==> src/rtl/core/rpd_pkg.sv <==
`timescale 1ns / 1ps

package rpd_pkg;

    localparam logic [7:0] START_BYTE_RESET = 8'hAB;

    localparam logic OP_BYTE    = 1'b0;
    localparam logic OP_RELEASE = 1'b1;

    localparam logic KIND_DATA = 1'b0;
    localparam logic KIND_DONE = 1'b1;

    typedef enum logic [2:0] {
        PH_WAIT   = 3'd0,
        PH_REG    = 3'd1,
        PH_LEN    = 3'd2,
        PH_DATA   = 3'd3,
        PH_CHK_HI = 3'd4,
        PH_CHK_LO = 3'd5,
        PH_DONE   = 3'd6
    } t_phase;

    typedef struct packed {
        logic       operation;
        logic [7:0] rx_byte;
    } t_in_item;

    typedef struct packed {
        logic        kind;
        logic [7:0]  register_number;
        logic [6:0]  batch_length;
        logic        write_access;
        logic [6:0]  data_index;
        logic [7:0]  data_byte;
        logic [15:0] received_checksum;
        logic [15:0] computed_checksum;
        logic        checksum_ok;
    } t_result;

endpackage

==> src/rtl/core/register_packet_deframer_core.sv <==
`timescale 1ns / 1ps
// A request passes through the input register, then the result register, before
// its result is valid.
// Throughput: one request per cycle; the result register stalls the input only
// while a held result is not taken.
// Reset (synchronous, active low): parser waits for a start byte, start byte = 0xAB.

module register_packet_deframer_core
    import rpd_pkg::*;
(
    input  logic        i_clk,
    input  logic        i_rst_n,
    input  logic        i_in_valid,
    output logic        o_in_ready,
    input  logic        i_operation,
    input  logic [7:0]  i_rx_byte,
    input  logic        i_cfg_valid,
    output logic        o_cfg_ready,
    input  logic [7:0]  i_cfg_start_byte,
    output logic        o_out_valid,
    input  logic        i_out_ready,
    output logic        o_kind,
    output logic [7:0]  o_register_number,
    output logic [6:0]  o_batch_length,
    output logic        o_write_access,
    output logic [6:0]  o_data_index,
    output logic [7:0]  o_data_byte,
    output logic [15:0] o_received_checksum,
    output logic [15:0] o_computed_checksum,
    output logic        o_checksum_ok
);

    logic       r_start;
    logic [7:0] r_start_byte;
    t_in_item   in_item;
    t_in_item   held_item;
    logic       held_valid;
    logic       advance;
    logic       res_valid;
    t_result    res;
    logic       r_out_valid;
    logic       n_out_valid;
    t_result    r_out;

    assign in_item.operation = i_operation;
    assign in_item.rx_byte   = i_rx_byte;

    assign o_cfg_ready = 1'b1;

    always_ff @(posedge i_clk) begin
        if (!i_rst_n) begin
            r_start_byte <= START_BYTE_RESET;
        end else if (i_cfg_valid) begin
            r_start_byte <= i_cfg_start_byte;
        end
    end

    assign advance = held_valid && (!r_out_valid || i_out_ready);

    rpd_in_reg u_in_reg (
        .i_clk     (i_clk),
        .i_rst_n   (i_rst_n),
        .i_valid   (i_in_valid),
        .o_ready   (o_in_ready),
        .i_item    (in_item),
        .i_advance (advance),
        .o_valid   (held_valid),
        .o_item    (held_item)
    );

    rpd_parse u_parse (
        .i_clk        (i_clk),
        .i_rst_n      (i_rst_n),
        .i_step       (advance),
        .i_item       (held_item),
        .i_start_byte (r_start_byte),
        .o_res_valid  (res_valid),
        .o_res        (res)
    );

    assign n_out_valid = advance ? res_valid : (r_out_valid && !i_out_ready);

    always_ff @(posedge i_clk) begin
        if (!i_rst_n) begin
            r_out_valid <= 1'b0;
            r_start     <= 1'b1;
        end else begin
            r_out_valid <= n_out_valid;
            r_start     <= 1'b0;
        end
    end

    always_ff @(posedge i_clk) begin
        if (advance && res_valid) begin
            r_out <= res;
        end
    end

    assign o_out_valid         = r_out_valid;
    assign o_kind              = r_out.kind;
    assign o_register_number   = r_out.register_number;
    assign o_batch_length      = r_out.batch_length;
    assign o_write_access      = r_out.write_access;
    assign o_data_index        = r_out.data_index;
    assign o_data_byte         = r_out.data_byte;
    assign o_received_checksum = r_out.received_checksum;
    assign o_computed_checksum = r_out.computed_checksum;
    assign o_checksum_ok       = r_out.checksum_ok;

    a_ready_only_on_stall: assert property (@(posedge i_clk) disable iff (!i_rst_n)
        !o_in_ready |-> (held_valid && r_out_valid && !i_out_ready))
        else $error("input stalled without a blocked result");

    a_out_clear_after_reset: assert property (@(posedge i_clk)
        r_start |-> !o_out_valid)
        else $error("result valid right after reset");

    a_checksum_flag: assert property (@(posedge i_clk) disable iff (!i_rst_n)
        (o_out_valid && o_kind == KIND_DONE) |->
            (o_checksum_ok == (o_received_checksum == o_computed_checksum)))
        else $error("checksum match flag inconsistent");

    a_data_in_range: assert property (@(posedge i_clk) disable iff (!i_rst_n)
        (o_out_valid && o_kind == KIND_DATA) |->
            (o_write_access && o_data_index < o_batch_length))
        else $error("data result outside announced write payload");

endmodule

==> src/rtl/core/rpd_in_reg.sv <==
`timescale 1ns / 1ps

module rpd_in_reg
    import rpd_pkg::*;
(
    input  logic     i_clk,
    input  logic     i_rst_n,
    input  logic     i_valid,
    output logic     o_ready,
    input  t_in_item i_item,
    input  logic     i_advance,
    output logic     o_valid,
    output t_in_item o_item
);

    logic     r_valid;
    logic     n_valid;
    t_in_item r_item;

    // a held request leaves on i_advance, so a new one may enter the same cycle
    assign o_ready = !r_valid || i_advance;
    assign n_valid = (i_valid && o_ready) || (r_valid && !i_advance);

    always_ff @(posedge i_clk) begin
        if (!i_rst_n) begin
            r_valid <= 1'b0;
        end else begin
            r_valid <= n_valid;
        end
    end

    always_ff @(posedge i_clk) begin
        if (i_valid && o_ready) begin
            r_item <= i_item;
        end
    end

    assign o_valid = r_valid;
    assign o_item  = r_item;

endmodule

==> src/rtl/core/rpd_parse.sv <==
`timescale 1ns / 1ps

module rpd_parse
    import rpd_pkg::*;
(
    input  logic       i_clk,
    input  logic       i_rst_n,
    input  logic       i_step,
    input  t_in_item   i_item,
    input  logic [7:0] i_start_byte,
    output logic       o_res_valid,
    output t_result    o_res
);

    t_phase      r_phase, n_phase;
    logic [7:0]  r_reg, n_reg;
    logic [6:0]  r_len, n_len;
    logic        r_wr, n_wr;
    logic [6:0]  r_cnt, n_cnt;
    logic [15:0] r_sum, n_sum;
    logic [7:0]  r_chk_hi, n_chk_hi;

    logic [7:0]  b;
    logic [15:0] sum_plus_b;
    logic [6:0]  cnt_inc;
    logic [15:0] rx_chk;

    assign b          = i_item.rx_byte;
    assign sum_plus_b = r_sum + {8'd0, b};
    assign cnt_inc    = r_cnt + 7'd1;
    assign rx_chk     = {r_chk_hi, b};

    always_ff @(posedge i_clk) begin
        if (!i_rst_n) begin
            r_phase  <= PH_WAIT;
            r_reg    <= '0;
            r_len    <= '0;
            r_wr     <= 1'b0;
            r_cnt    <= '0;
            r_sum    <= '0;
            r_chk_hi <= '0;
        end else if (i_step) begin
            r_phase  <= n_phase;
            r_reg    <= n_reg;
            r_len    <= n_len;
            r_wr     <= n_wr;
            r_cnt    <= n_cnt;
            r_sum    <= n_sum;
            r_chk_hi <= n_chk_hi;
        end
    end

    always_comb begin
        n_phase     = r_phase;
        n_reg       = r_reg;
        n_len       = r_len;
        n_wr        = r_wr;
        n_cnt       = r_cnt;
        n_sum       = r_sum;
        n_chk_hi    = r_chk_hi;
        o_res_valid = 1'b0;
        o_res       = '0;
        o_res.register_number = r_reg;
        o_res.batch_length    = r_len;
        o_res.write_access    = r_wr;

        if (i_item.operation == OP_RELEASE) begin
            n_phase = PH_WAIT;
        end else begin
            unique case (r_phase)
                PH_WAIT: begin
                    if (b == i_start_byte) begin
                        n_sum   = {8'd0, i_start_byte};
                        n_phase = PH_REG;
                    end
                end
                PH_REG: begin
                    n_reg   = b;
                    n_sum   = sum_plus_b;
                    n_phase = PH_LEN;
                end
                PH_LEN: begin
                    n_len   = b[6:0];
                    n_wr    = b[7];
                    n_cnt   = '0;
                    n_sum   = sum_plus_b;
                    // a write of length zero skips the payload
                    n_phase = (b[7] && (b[6:0] != 7'd0)) ? PH_DATA : PH_CHK_HI;
                end
                PH_DATA: begin
                    n_sum             = sum_plus_b;
                    n_cnt             = cnt_inc;
                    o_res_valid       = 1'b1;
                    o_res.kind        = KIND_DATA;
                    o_res.data_index  = r_cnt;
                    o_res.data_byte   = b;
                    if (cnt_inc >= r_len) begin
                        n_phase = PH_CHK_HI;
                    end
                end
                PH_CHK_HI: begin
                    n_chk_hi = b;
                    n_phase  = PH_CHK_LO;
                end
                PH_CHK_LO: begin
                    o_res_valid             = 1'b1;
                    o_res.kind              = KIND_DONE;
                    o_res.received_checksum = rx_chk;
                    o_res.computed_checksum = r_sum;
                    o_res.checksum_ok       = (rx_chk == r_sum);
                    n_phase                 = PH_DONE;
                end
                PH_DONE: begin
                    n_phase = PH_DONE;
                end
                default: begin
                    n_phase = PH_WAIT;
                end
            endcase
        end
    end

endmodule
==> config.mk <==
export PLATFORM = sky130hd
export DESIGN_NAME = register_packet_deframer_core
export DESIGN_NICKNAME = d
export VERILOG_FILES = /design/src/rtl/core/rpd_pkg.sv /design/src/rtl/core/register_packet_deframer_core.sv /design/src/rtl/core/rpd_in_reg.sv /design/src/rtl/core/rpd_parse.sv
export SDC_FILE = /design/constraint.sdc
export NUM_CORES = 1
export LEC_CHECK = 0
export ABC_AREA = 1
export BUFFER_PORTS_ARGS = -buffer_cell sky130_fd_sc_hd__buf_2
export CORE_MARGIN = 3
export CORE_UTILIZATION = 55
export CTS_BUF_LIST = sky130_fd_sc_hd__clkbuf_4 sky130_fd_sc_hd__clkbuf_8
export DETAILED_ROUTE_END_ITERATION = 8
export PLACE_DENSITY_LB_ADDON = 0.05
export SETUP_SLACK_MARGIN = 0.5
export SLEW_MARGIN = 20
export SYNTH_ARGS = -nofsm -noshare
export SYNTH_HDL_FRONTEND = slang
export SYNTH_SLANG_ARGS = --single-unit
==> constraint.sdc <==
create_clock -name i_clk -period 2.98 [get_ports i_clk]
set_input_delay 0.149 -clock i_clk [delete_from_list [all_inputs] [get_ports i_clk]]
set_output_delay 0.149 -clock i_clk [all_outputs]
set_load 0.02 [all_outputs]
==> run_results.csv, run 1 <==
group,metric,value,unit
status,outcome,"completed",
worst_setup_path,critPathCapture,"u_parse.r_phase[0]",
yosys,yosysWarnings,0,
sta,fin_worst_skew,15.5,ps
worst_setup_path,critPathCaptureType,"register",
sta,fin_setup_tns,0,ps
route,antenna_violating_nets_left,0,
die,floorplan.initialDensity,57.1,%
cts,clk_latency,430,ps
cts,cts_tree,"yes",
route,route.detailed.wl_per_inst,15.1,um
die,total_die_area,0.0122,sq mm
cts,number_of_h_tree_branching_levels,4,
die,io_count,90,
route,drt-total-wl,13900,um
power,powerDensity,537,mW/mm^2
route,via_per_inst,5.21,
cells_and_area,layout.cells.most_common_list,"nand2_1 (109), nor2_1 (95), buf_2 (88), inv_1 (85), edfxtp_1 (74)",
sta,period_needed,2290,ps
power,power.ir.vdd_worst,0.269,mV
cts,cts_max_path_buffers,2,
worst_setup_path,critical_path_arrival,2610,ps
worst_setup_path,regToRegEndpoint,"u_parse.r_phase[0]",
sta,final_max_slew_viol_count,0,
die,num_rows,37,
cells_and_area,n_fill_cell,877,
power,power_switching_share,24.1,%
worst_setup_path,critPathRequiredTime,3300,ps
worst_setup_path,cp_max_fo,4,
place,port_buffers,88,
global_routing,grt-ovfl-total,0,
sta,final_hold_viol_count,0,
cts,cts_made_buffers,17,
sta,layout_worst_path_cycle_share,76.9,%
cells_and_area,multi_input_gate_area_in_the_final_layout,0.00211,sq mm
die,chipHeight,110,um
sta,timing.final.ws_setup,687,ps
yosys,postSynthNetCount,701,
sta,max_slew_margin,60.2,%
route,iter_0_drt_violations,348,
global_routing,first_global_vias,4562,
cells_and_area,area.growth.synth_to_final,19.1,%
sta,worst_slew_pin_slew,597,ps
worst_setup_path,path_class,"register to register",
global_routing,grt_max_degree,66,
job,number_of_violations_of_the_max_capacitance_limit,0,
cells_and_area,register_area,0.00342,sq mm
sta,timing.final.setup_violations,0,
die,die-width,110,um
worst_setup_path,cp-start-kind,"register",
yosys,ys_seq_area_share,57.3,%
power,p_leak,3.03,nW
route,routed-via-count,4798,
worst_setup_path,reg2reg_depth,14,
worst_setup_path,worst_setup_path_startpoint,"u_parse.r_cnt[0]",
power,seq_power_share,52.3,%
yosys,syn_std_cell_area,0.00598,sq mm
min_path,worst_hold_path_type,"input port to register",
yosys,postSynthRegisterBits,134,
route,drt_pass_1_iters,6,
cts,post-cts-setup-buffers,0,
cts,number_of_clock_sinks,134,
global_routing,antenna_found_initial,0,
place,placement.setup.worst_slack,728,ps
cells_and_area,mostFrequentLayoutCell,"nand2_1",
place,place_congestion,0.918,
sta,grt_setup_unrepaired,"yes",
cells_and_area,fin_nets,811,
yosys,netlist_instances,662,
cts,clk_root_buffer_cell,"clkbuf_8",
power,p_int,2.90,mW
place,dp.final_hpwl,9670,um
cts,clk_pin_slew_worst_paths,80,ps
power,total_switching_power,0.922,mW
power,part_of_the_power_in_combinational_logic,6.7,%
die,floorplan.core_area,0.0105,sq mm
worst_setup_path,worstReg2RegStart,"u_parse.r_cnt[0]",
global_routing,grt_first_pass_wirelength,22700,um
global_routing,grt_total_usage,24.8,%
power,clkPwrFrac,41.0,%
yosys,syn-mean-instance-area,9.03,sq um
cells_and_area,final_layout_size_suffix_gt1_share,17.8,%
yosys,synth_cell_types,32,
cells_and_area,antenna_cells,0,
worst_setup_path,r2r_setup_slack,690,ps
sta,fmax,436,MHz
route,drc,0,
[metrics by stage]
| stage | hold WS (ps) | total power, mW | area [sq um] | cells | utilization (%) |
|---|---|---|---|---|---|
| after global routing | 46.8 | 3.97 | 7120 | 921 | 68.0 |
| after CTS | 14.0 | 3.84 | 7110 | 921 | 68.0 |
| after floorplan | 248 | 2.20 | 5980 | 662 | - |
| final | 40.7 | 3.82 | 7120 | 921 | 68.0 |
| after global placement | 327 | 2.27 | 6520 | 871 | 62.3 |
| after detailed placement | 328 | 2.27 | 6520 | 871 | 62.3 |
[power groups by stage]
stage / Clock (mW) / Combinational, mW / Sequential [mW]
global placement: 0 / 0.230 / 2.04
CTS: 1.59 / 0.253 / 2.00
global route: 1.68 / 0.288 / 2.00
finish: 1.57 / 0.256 / 2.00
detailed placement: 0 / 0.232 / 2.04
floorplan: 0 / 0.169 / 2.03
[kinds of logic (layout without fill, tap and decap cells)]
group	count (synthesis)	in the layout	share of synthesized area, %
adder cells (fa/ha/maj)	17	17	3.69
buffers and inverters	111	234	7.43
XOR/XNOR	20	20	2.93
other	1	1	0.0628
AO/OA/AOI/OAI	115	115	10.2
flip-flops	134	134	57.3
AND/OR/NAND/NOR	264	264	18.4
[critical path: stages (launching register included)]
cell and delay (ps):
dfxtp_1 390, ha_1 200, nand3_1 150, nor3_2 160, xor2_1 120, ha_1 310, nand2_1 70, nor2_1 130
nand4_1 100, nand4_1 100, nand2_1 90, nor2_1 180, nand2_1 70, nand2_1 60, nor2_1 40
[routing by layer]
layer	GRT usage (%)	part of all wire (%)	up-vias
li1	-	-	2399
met1	34.5	45	2181
met2	38.7	46	194
met3	4.72	6.9	24
met4	9.50	1.7	0
met5	0	0	-
[repair_timing]
action	4_1_cts	5_1_grt
hold endpoints to repair	18	0
hold buffers	18	0
setup endpoints to repair	0	15
gates resized for setup	0	2
[synth_stat cells]
library cell	instances	area, sq um
buf_4	3	22.5
a21oi_4	1	16.3
nand2_2	3	18.8
nor2_1	95	357
dfxtp_1	60	1200
nand2_1	109	409
or2_2	1	6.26
buf_2	1	5.00
a211oi_1	3	22.5
buf_6	2	22.5
inv_1	86	323
nand4_1	8	50.1
clkbuf_1	12	45.0
edfxtp_1	74	2220
inv_2	7	26.3
nand3_1	36	180
ha_1	16	200
o21ai_0	47	235
nor3_1	6	30.0
o22ai_1	4	25.0
a21o_1	1	7.51
a21oi_1	57	285
fa_1	1	20.0
xnor2_1	11	96.3
conb_1	1	3.75
xor2_1	9	78.8
o221a_2	1	11.3
nor2_2	1	6.26
nor3_4	1	16.3
a31oi_1	1	6.26
nor4_1	3	18.8
nand3b_1	1	7.51
[worst min path at each step]
stage                         endpoint  cells past startpoint          from
floorplan           u_in_reg.o_item[0]                      0  i_rx_byte[0]
detailed placement  u_in_reg.o_item[6]                      1  i_rx_byte[6]
CTS                    r_start_byte[3]                      2   i_cfg_valid
finish                 r_start_byte[5]                      3   i_cfg_valid
global placement    u_in_reg.o_item[3]                      1  i_rx_byte[3]
global route           r_start_byte[5]                      3   i_cfg_valid
[area by class of cell]
cell class | count | share of cell area (%)
Multi-Input combinational cell | 417 | 29.7
Sequential cell | 134 | 48.1
Clock buffer | 18 | 3.39
Clock inverter | 14 | 2.41
Inverter | 93 | 4.96
Timing Repair Buffer | 109 | 9.09
Tap cell | 136 | 2.39
No activity file was read; power rests on OpenSTA's default activity.
==> inputs of run 2 (changes only) <==
--- a/config.mk
+++ b/config.mk
@@ -5,7 +5,7 @@
 export SDC_FILE = /design/constraint.sdc
 export NUM_CORES = 1
 export LEC_CHECK = 0
-export ABC_AREA = 1
+export ABC_AREA = 0
 export BUFFER_PORTS_ARGS = -buffer_cell sky130_fd_sc_hd__buf_2
 export CORE_MARGIN = 3
 export CORE_UTILIZATION = 55
==> constraint.sdc (replaced) <==
create_clock -name i_clk -period 2.4 [get_ports i_clk]
set_input_delay 0.12 -clock i_clk [delete_from_list [all_inputs] [get_ports i_clk]]
set_output_delay 0.12 -clock i_clk [all_outputs]
set_load 0.02 [all_outputs]
==> run 2 against run 1 <==
- routed wire length up 7.1%
- cell area grew 11%
- synthesized area fell by 0.90%
- core utilization is 7.8 points higher
- sequential share of layout area is 4.5 points lower
- largest cell class unchanged
- non-clock buffer count rose by 58
- critical path depth fell by 7
- worst hold slack better by 3.2 ps
- global-route usage grew 0.81 points
- combinational power grew 12%
==> run_results.csv, run 2 <==
group,metric,value,unit
yosys,synth_cell_types,54,
die,floorplan.core_area,0.0104,sq mm
yosys,yosysWarnings,0,
cts,clk_pin_slew_worst_paths,80,ps
route,drt_pass_1_iters,5,
yosys,synth.most_common_cell,"edfxtp_1",
sta,fmax,458,MHz
sta,timing.final.setup_violations,0,
route,via_per_inst,5.45,
status,outcome,"completed",
power,power.ir.vdd_worst,0.379,mV
worst_setup_path,worstReg2RegStart,"u_in_reg.o_item[1]",
sta,timing.final.ws_setup,218,ps
worst_setup_path,r2r_setup_slack,220,ps
worst_setup_path,regToRegEndpoint,"u_parse.r_sum[15]",
yosys,yosys_top_cell_by_area,"edfxtp_1",
sta,period_needed,2180,ps
yosys,ys_seq_area_share,57.8,%
global_routing,grtUsageMet2,41.9,%
power,powerDensity,592,mW/mm^2
cells_and_area,post_layout_util,75.9,%
route,drc,0,
cells_and_area,design_area,0.00790,sq mm
min_path,worst_hold_path_type,"input port to register",
yosys,synth_area_leaders,"edfxtp_1 (38%), dfxtp_1 (20%), and2_1 (5.3%), mux2i_1 (4.2%), ha_1 (3.4%)",
cells_and_area,final_instance_count_excl_fillers,826,
global_routing,gr-usage-met1,33.2,%
cts,clk_root_buffer_cell,"clkbuf_8",
min_path,hold_start,"i_out_ready",
cells_and_area,area.growth.synth_to_final,33.4,%
place,port_buffers,88,
cts,number_of_h_tree_branching_levels,4,
sta,fin_worst_skew,12.2,ps
cts,cts_max_path_buffers,2,
route,drt-total-wl,14900,um
cts,number_of_clock_sinks,134,
worst_setup_path,path_class,"register to register",
route,antenna_violating_nets_left,0,
place,dp.final_hpwl,9320,um
yosys,syn_std_cell_area,0.00592,sq mm
route,route.detailed.wl_per_inst,18.0,um
worst_setup_path,reg2reg_depth,7,
place,placement.setup.worst_slack,154,ps
yosys,postSynthRegisterBits,134,
sta,final_hold_viol_count,0,
place,place_congestion,0.946,
sta,fin_setup_tns,0,ps
worst_setup_path,crit_path_max_incr_delay,500,ps
sta,worst_hold_slack,43.9,ps
yosys,synth_edf_count,74,
cts,clk_latency,450,ps
power,total_power,4.68,mW
global_routing,grt_first_pass_wirelength,23100,um
cells_and_area,fin_nets,716,
power,p_leak,3.28,nW
cells_and_area,layout.cells.most_common_list,"buf_2 (88), edfxtp_1 (74), dfxtp_1 (53), buf_4 (53), and2_1 (50)",
sta,worst_slew_pin_slew,515,ps
cells_and_area,antenna_cells,0,
worst_setup_path,critical_path_arrival,2560,ps
cells_and_area,mostFrequentLayoutCell,"buf_2",
worst_setup_path,worstPathCellList,"buf_4, xor2_1, nor4_2, a211o_2, nand4_4, or4_4, a21oi_2",
place,post_place_instance_area,0.00676,sq mm
global_routing,first_global_vias,4344,
global_routing,antenna_found_initial,0,
global_routing,grt.met3_usage,5.81,%
sta,grt_setup_unrepaired,"yes",
worst_setup_path,worst_path_max_delay_cell,"edfxtp_1",
sta,max_slew_margin,65.7,%
job,number_of_violations_of_the_max_capacitance_limit,0,
yosys,postSynthNetCount,553,
sta,final_max_slew_viol_count,0,
die,chipHeight,110,um
cts,cts_tree,"yes",
global_routing,grt_most_used_layer,"met2",
die,die-width,110,um
sta,layout_worst_path_cycle_share,90.9,%
yosys,post-synth-top-area-fraction,37.5,%
min_path,worst_hold_path.num_cells,3,
cells_and_area,final_layout_size_suffix_gt1_share,35.7,%
place,placed_cells_incl_taps,735,
worst_setup_path,cp_max_fo,5,
cts,cts_made_buffers,17,
yosys,syn-mean-instance-area,11.5,sq um
route,iter_0_drt_violations,310,
global_routing,grt_max_degree,39,
die,floorplan.initialDensity,56.9,%
yosys,primary_ff_master_synth,"edfxtp_1",
die,total_die_area,0.0120,sq mm
min_path,min_delay_worst_endpoint,"o_out_valid",
yosys,netlist_instances,514,
yosys,synth.cells.most_frequent,"edfxtp_1 (74), dfxtp_1 (60), and2_1 (50)",
route,routed-via-count,4504,
cells_and_area,n_fill_cell,673,
die,num_rows,37,
yosys,synth_async_sr_flop_share,0,%
worst_setup_path,critPathCaptureType,"register",
die,io_count,90,
worst_setup_path,cp-start-kind,"register",
global_routing,grt_total_usage,25.6,%
worst_setup_path,critPathRequiredTime,2780,ps
global_routing,grt-ovfl-total,0,
## run 2: cells by family after synthesis
family | Yosys count | synth area share (%)
and+or+nand+nor | 182 | 17.3
DFF | 134 | 57.8
AOI/OAI and AO/OA | 88 | 9.70
buffers and inverters | 38 | 2.87
xor gates and xnor gates | 29 | 4.29
muxes | 25 | 4.23
adders and majority gates | 17 | 3.72
other | 1 | 0.0633
## run 2: metal layers
layer / wire length (um) / up-vias
met2: 7300 / 157
met4: 214 / 0
met5: 0 / -
met3: 793 / 15
met1: 6560 / 2174
li1: - / 2158
## run 2: worst max path at each step
stage / depth (start not counted) / endpoint / startpoint / slack [ps]
2_1_floorplan: 9 / u_parse.r_sum[12] / u_in_reg.o_item[0] / 280
3_3_place_gp: 8 / u_parse.r_sum[12] / u_in_reg.o_item[1] / 270
3_5_place_dp: 8 / u_parse.r_sum[12] / u_in_reg.o_item[1] / 150
4_1_cts: 7 / u_parse.r_sum[15] / u_in_reg.o_item[0] / 260
5_1_grt: 8 / u_parse.r_sum[12] / u_in_reg.o_item[1] / 110
6_report: 7 / u_parse.r_sum[15] / u_in_reg.o_item[1] / 220
## run 2: layout make-up
type | instances | area [sq um] | share of cell area [%]
clock buffer | 17 | 234 | 2.96
sequential | 134 | 3440 | 43.6
inverter | 14 | 52.6 | 0.665
multi-input combinational | 343 | 2710 | 34.3
tap | 136 | 170 | 2.15
timing repair buffer | 167 | 1120 | 14.1
clock inverter | 15 | 176 | 2.23
## run 2: repair_timing
item                                   in CTS  in global routing
gates cloned                                0                  1
setup endpoints to repair                  57                 33
buffers inserted                           30                 10
resized for setup                          31                 25
endpoints found under the hold margin      18                  0
pin swaps                                  28                 24
hold buffers                               18                  0
## run 2: power breakdown
group | total [mW] | internal, mW | switching, mW
registers | 2.44 | 2.41 | 0.0278
logic | 0.286 | 0.142 | 0.144
clock network | 1.95 | 1.03 | 0.920
## run 2: worst max-delay path: cells and delay by family, from the launching register on
family | cells | cell delay, ps
simple gates | 3 | 890
flops | 1 | 500
xor+xnor | 1 | 150
buf+inv | 1 | 190
compound gates | 2 | 400
==> inputs of run 3 (changes only) <==
--- a/config.mk
+++ b/config.mk
@@ -7,6 +7,7 @@
 export LEC_CHECK = 0
 export ABC_AREA = 0
 export BUFFER_PORTS_ARGS = -buffer_cell sky130_fd_sc_hd__buf_2
+export CORE_ASPECT_RATIO = 1.2
 export CORE_MARGIN = 3
 export CORE_UTILIZATION = 55
 export CTS_BUF_LIST = sky130_fd_sc_hd__clkbuf_4 sky130_fd_sc_hd__clkbuf_8
==> run 3 against run 2 <==
- cell count fell by 2.1%
- largest power group unchanged
- sequential share of layout area rose by 0.73 points
- die area barely moved
- register-to-register slack improved by 30 ps
- critical endpoint is now u_parse.r_phase[0]
- via count fell by 3.5%
- critical path type unchanged
- sequential power barely moved
- count of clock-buffer cells in the layout rose by 4
- clock skew fell by 0.89 ps
- highest routed layer unchanged
==> run_results.csv, run 3 (synthesis gave the netlist of run 2 again) <==
group,metric,value,unit
cts,cts_made_buffers,17,
die,floorplan.core_area,0.0103,sq mm
cts,cts_tree,"yes",
sta,timing.final.ws_setup,251,ps
worst_setup_path,path_class,"register to register",
global_routing,grt_total_usage,23.8,%
worst_setup_path,critical_path_arrival,2510,ps
worst_setup_path,critPathCaptureType,"register",
cts,cts_max_path_buffers,2,
place,port_buffers,88,
sta,worst_hold_slack,65.6,ps
place,placement.setup.worst_slack,147,ps
route,drt_pass_1_iters,4,
job,number_of_violations_of_the_max_capacitance_limit,0,
cells_and_area,mostFrequentLayoutCell,"buf_2",
power,powerDensity,589,mW/mm^2
die,io_count,90,
sta,fin_setup_tns,0,ps
power,power.ir.vdd_worst,0.459,mV
global_routing,grt_max_degree,35,
route,drc,0,
sta,layout_worst_path_cycle_share,89.5,%
route,route.met3.wl,537,um
route,wl_met1,6140,um
cts,number_of_h_tree_branching_levels,4,
cells_and_area,layout.cells.most_common_list,"buf_2 (88), edfxtp_1 (74), dfxtp_1 (55), and2_1 (50), buf_4 (47)",
cts,clk_pin_slew_worst_paths,80,ps
route,antenna_violating_nets_left,0,
cells_and_area,antenna_cells,0,
sta,grt_setup_unrepaired,"yes",
place,place_congestion,0.868,
global_routing,antenna_found_initial,0,
global_routing,grt_first_pass_wirelength,22100,um
route,routed-via-count,4346,
global_routing,grt-ovfl-total,0,
place,dp.final_hpwl,9160,um
cts,number_of_clock_sinks,134,
cells_and_area,area.growth.synth_to_final,31.1,%
worst_setup_path,cp_max_fo,6,
worst_setup_path,critPathRequiredTime,2760,ps
die,num_rows,40,
power,total_power,4.57,mW
sta,timing.final.setup_violations,0,
cts,clk_latency,440,ps
sta,final_max_slew_viol_count,0,
place,placed_cells_incl_taps,726,
cells_and_area,fin_nets,709,
worst_setup_path,cp-start-kind,"register",
die,floorplan.initialDensity,57.7,%
status,outcome,"completed",
sta,fin_worst_skew,11.3,ps
global_routing,first_global_vias,4362,
power,p_leak,3.22,nW
cells_and_area,final_instance_count_excl_fillers,809,
sta,fmax,465,MHz
route,route.detailed.wl_per_inst,17.1,um
sta,period_needed,2150,ps
route,met2WireLength,6860,um
route,highest-signal-layer,"met4",
cts,clk_root_buffer_cell,"clkbuf_8",
die,chipHeight,120,um
route,iter_0_drt_violations,160,
min_path,worst_hold_path_type,"input port to register",
cells_and_area,final_layout_size_suffix_gt1_share,34.6,%
route,via_per_inst,5.37,
die,die-width,101,um
sta,final_hold_viol_count,0,
route,drt-total-wl,13800,um
die,total_die_area,0.0121,sq mm
-- run 3: worst paths after layout --
path | startpoint | end | slack, ps | cells past startpoint
setup / recovery | u_parse.r_cnt[0] | u_parse.r_phase[0] | 250 | 10
hold / removal | i_out_ready | o_out_valid | 70 | 3
setup reg to reg | u_parse.r_cnt[0] | u_parse.r_phase[0] | 250 | 10
hold reg to reg | u_parse.r_reg[3] | o_register_number[3] | 430 | 0
-- run 3: what timing repair did --
action	CTS	global route
endpoints found under the hold margin	18	0
gates resized for setup	27	14
gates cloned	0	1
endpoints found under the setup margin	35	26
setup buffers	23	9
pin swaps	20	11
hold buffers	18	0
-- run 3: stage by stage --
step / util, % / cell area, sq um
floorplan: - / 6090
global placement: 65.9 / 6760
detailed placement: 65.9 / 6760
CTS: 74.2 / 7620
global route: 75.6 / 7760
finish: 75.6 / 7760
-- run 3: layout make-up --
| class | count | area (sq um) |
|---|---|---|
| fill | 682 | 2500 |
| clock inverter | 11 | 126 |
| tap | 126 | 158 |
| inverter | 14 | 52.6 |
| timing repair buffer | 160 | 1070 |
| clock buffer | 21 | 270 |
| multi-input combinational | 343 | 2650 |
| sequential | 134 | 3440 |
-- run 3: per-layer routing --
metal / global-route usage, % / vias up
li1: - / 2139
met1: 31.2 / 2074
met2: 37.9 / 114
met3: 5.29 / 19
met4: 9.77 / 0
met5: 0 / -
-- run 3: worst max-delay path, stage by stage (launching register included) --
cell	delay, ps
dfxtp_4	380
ha_4	180
nand3_4	80
nor2_4	40
xor2_2	180
ha_1	330
o2111ai_2	110
nor3_2	200
o21ai_4	120
or3_1	330
a21boi_1	130
-- run 3: report_power, final --
group	switching, mW	leakage (nW)	internal (mW)
combinational	0.130	1.77	0.133
sequential	0.0313	1.26	2.42
clock	0.875	0.193	0.988
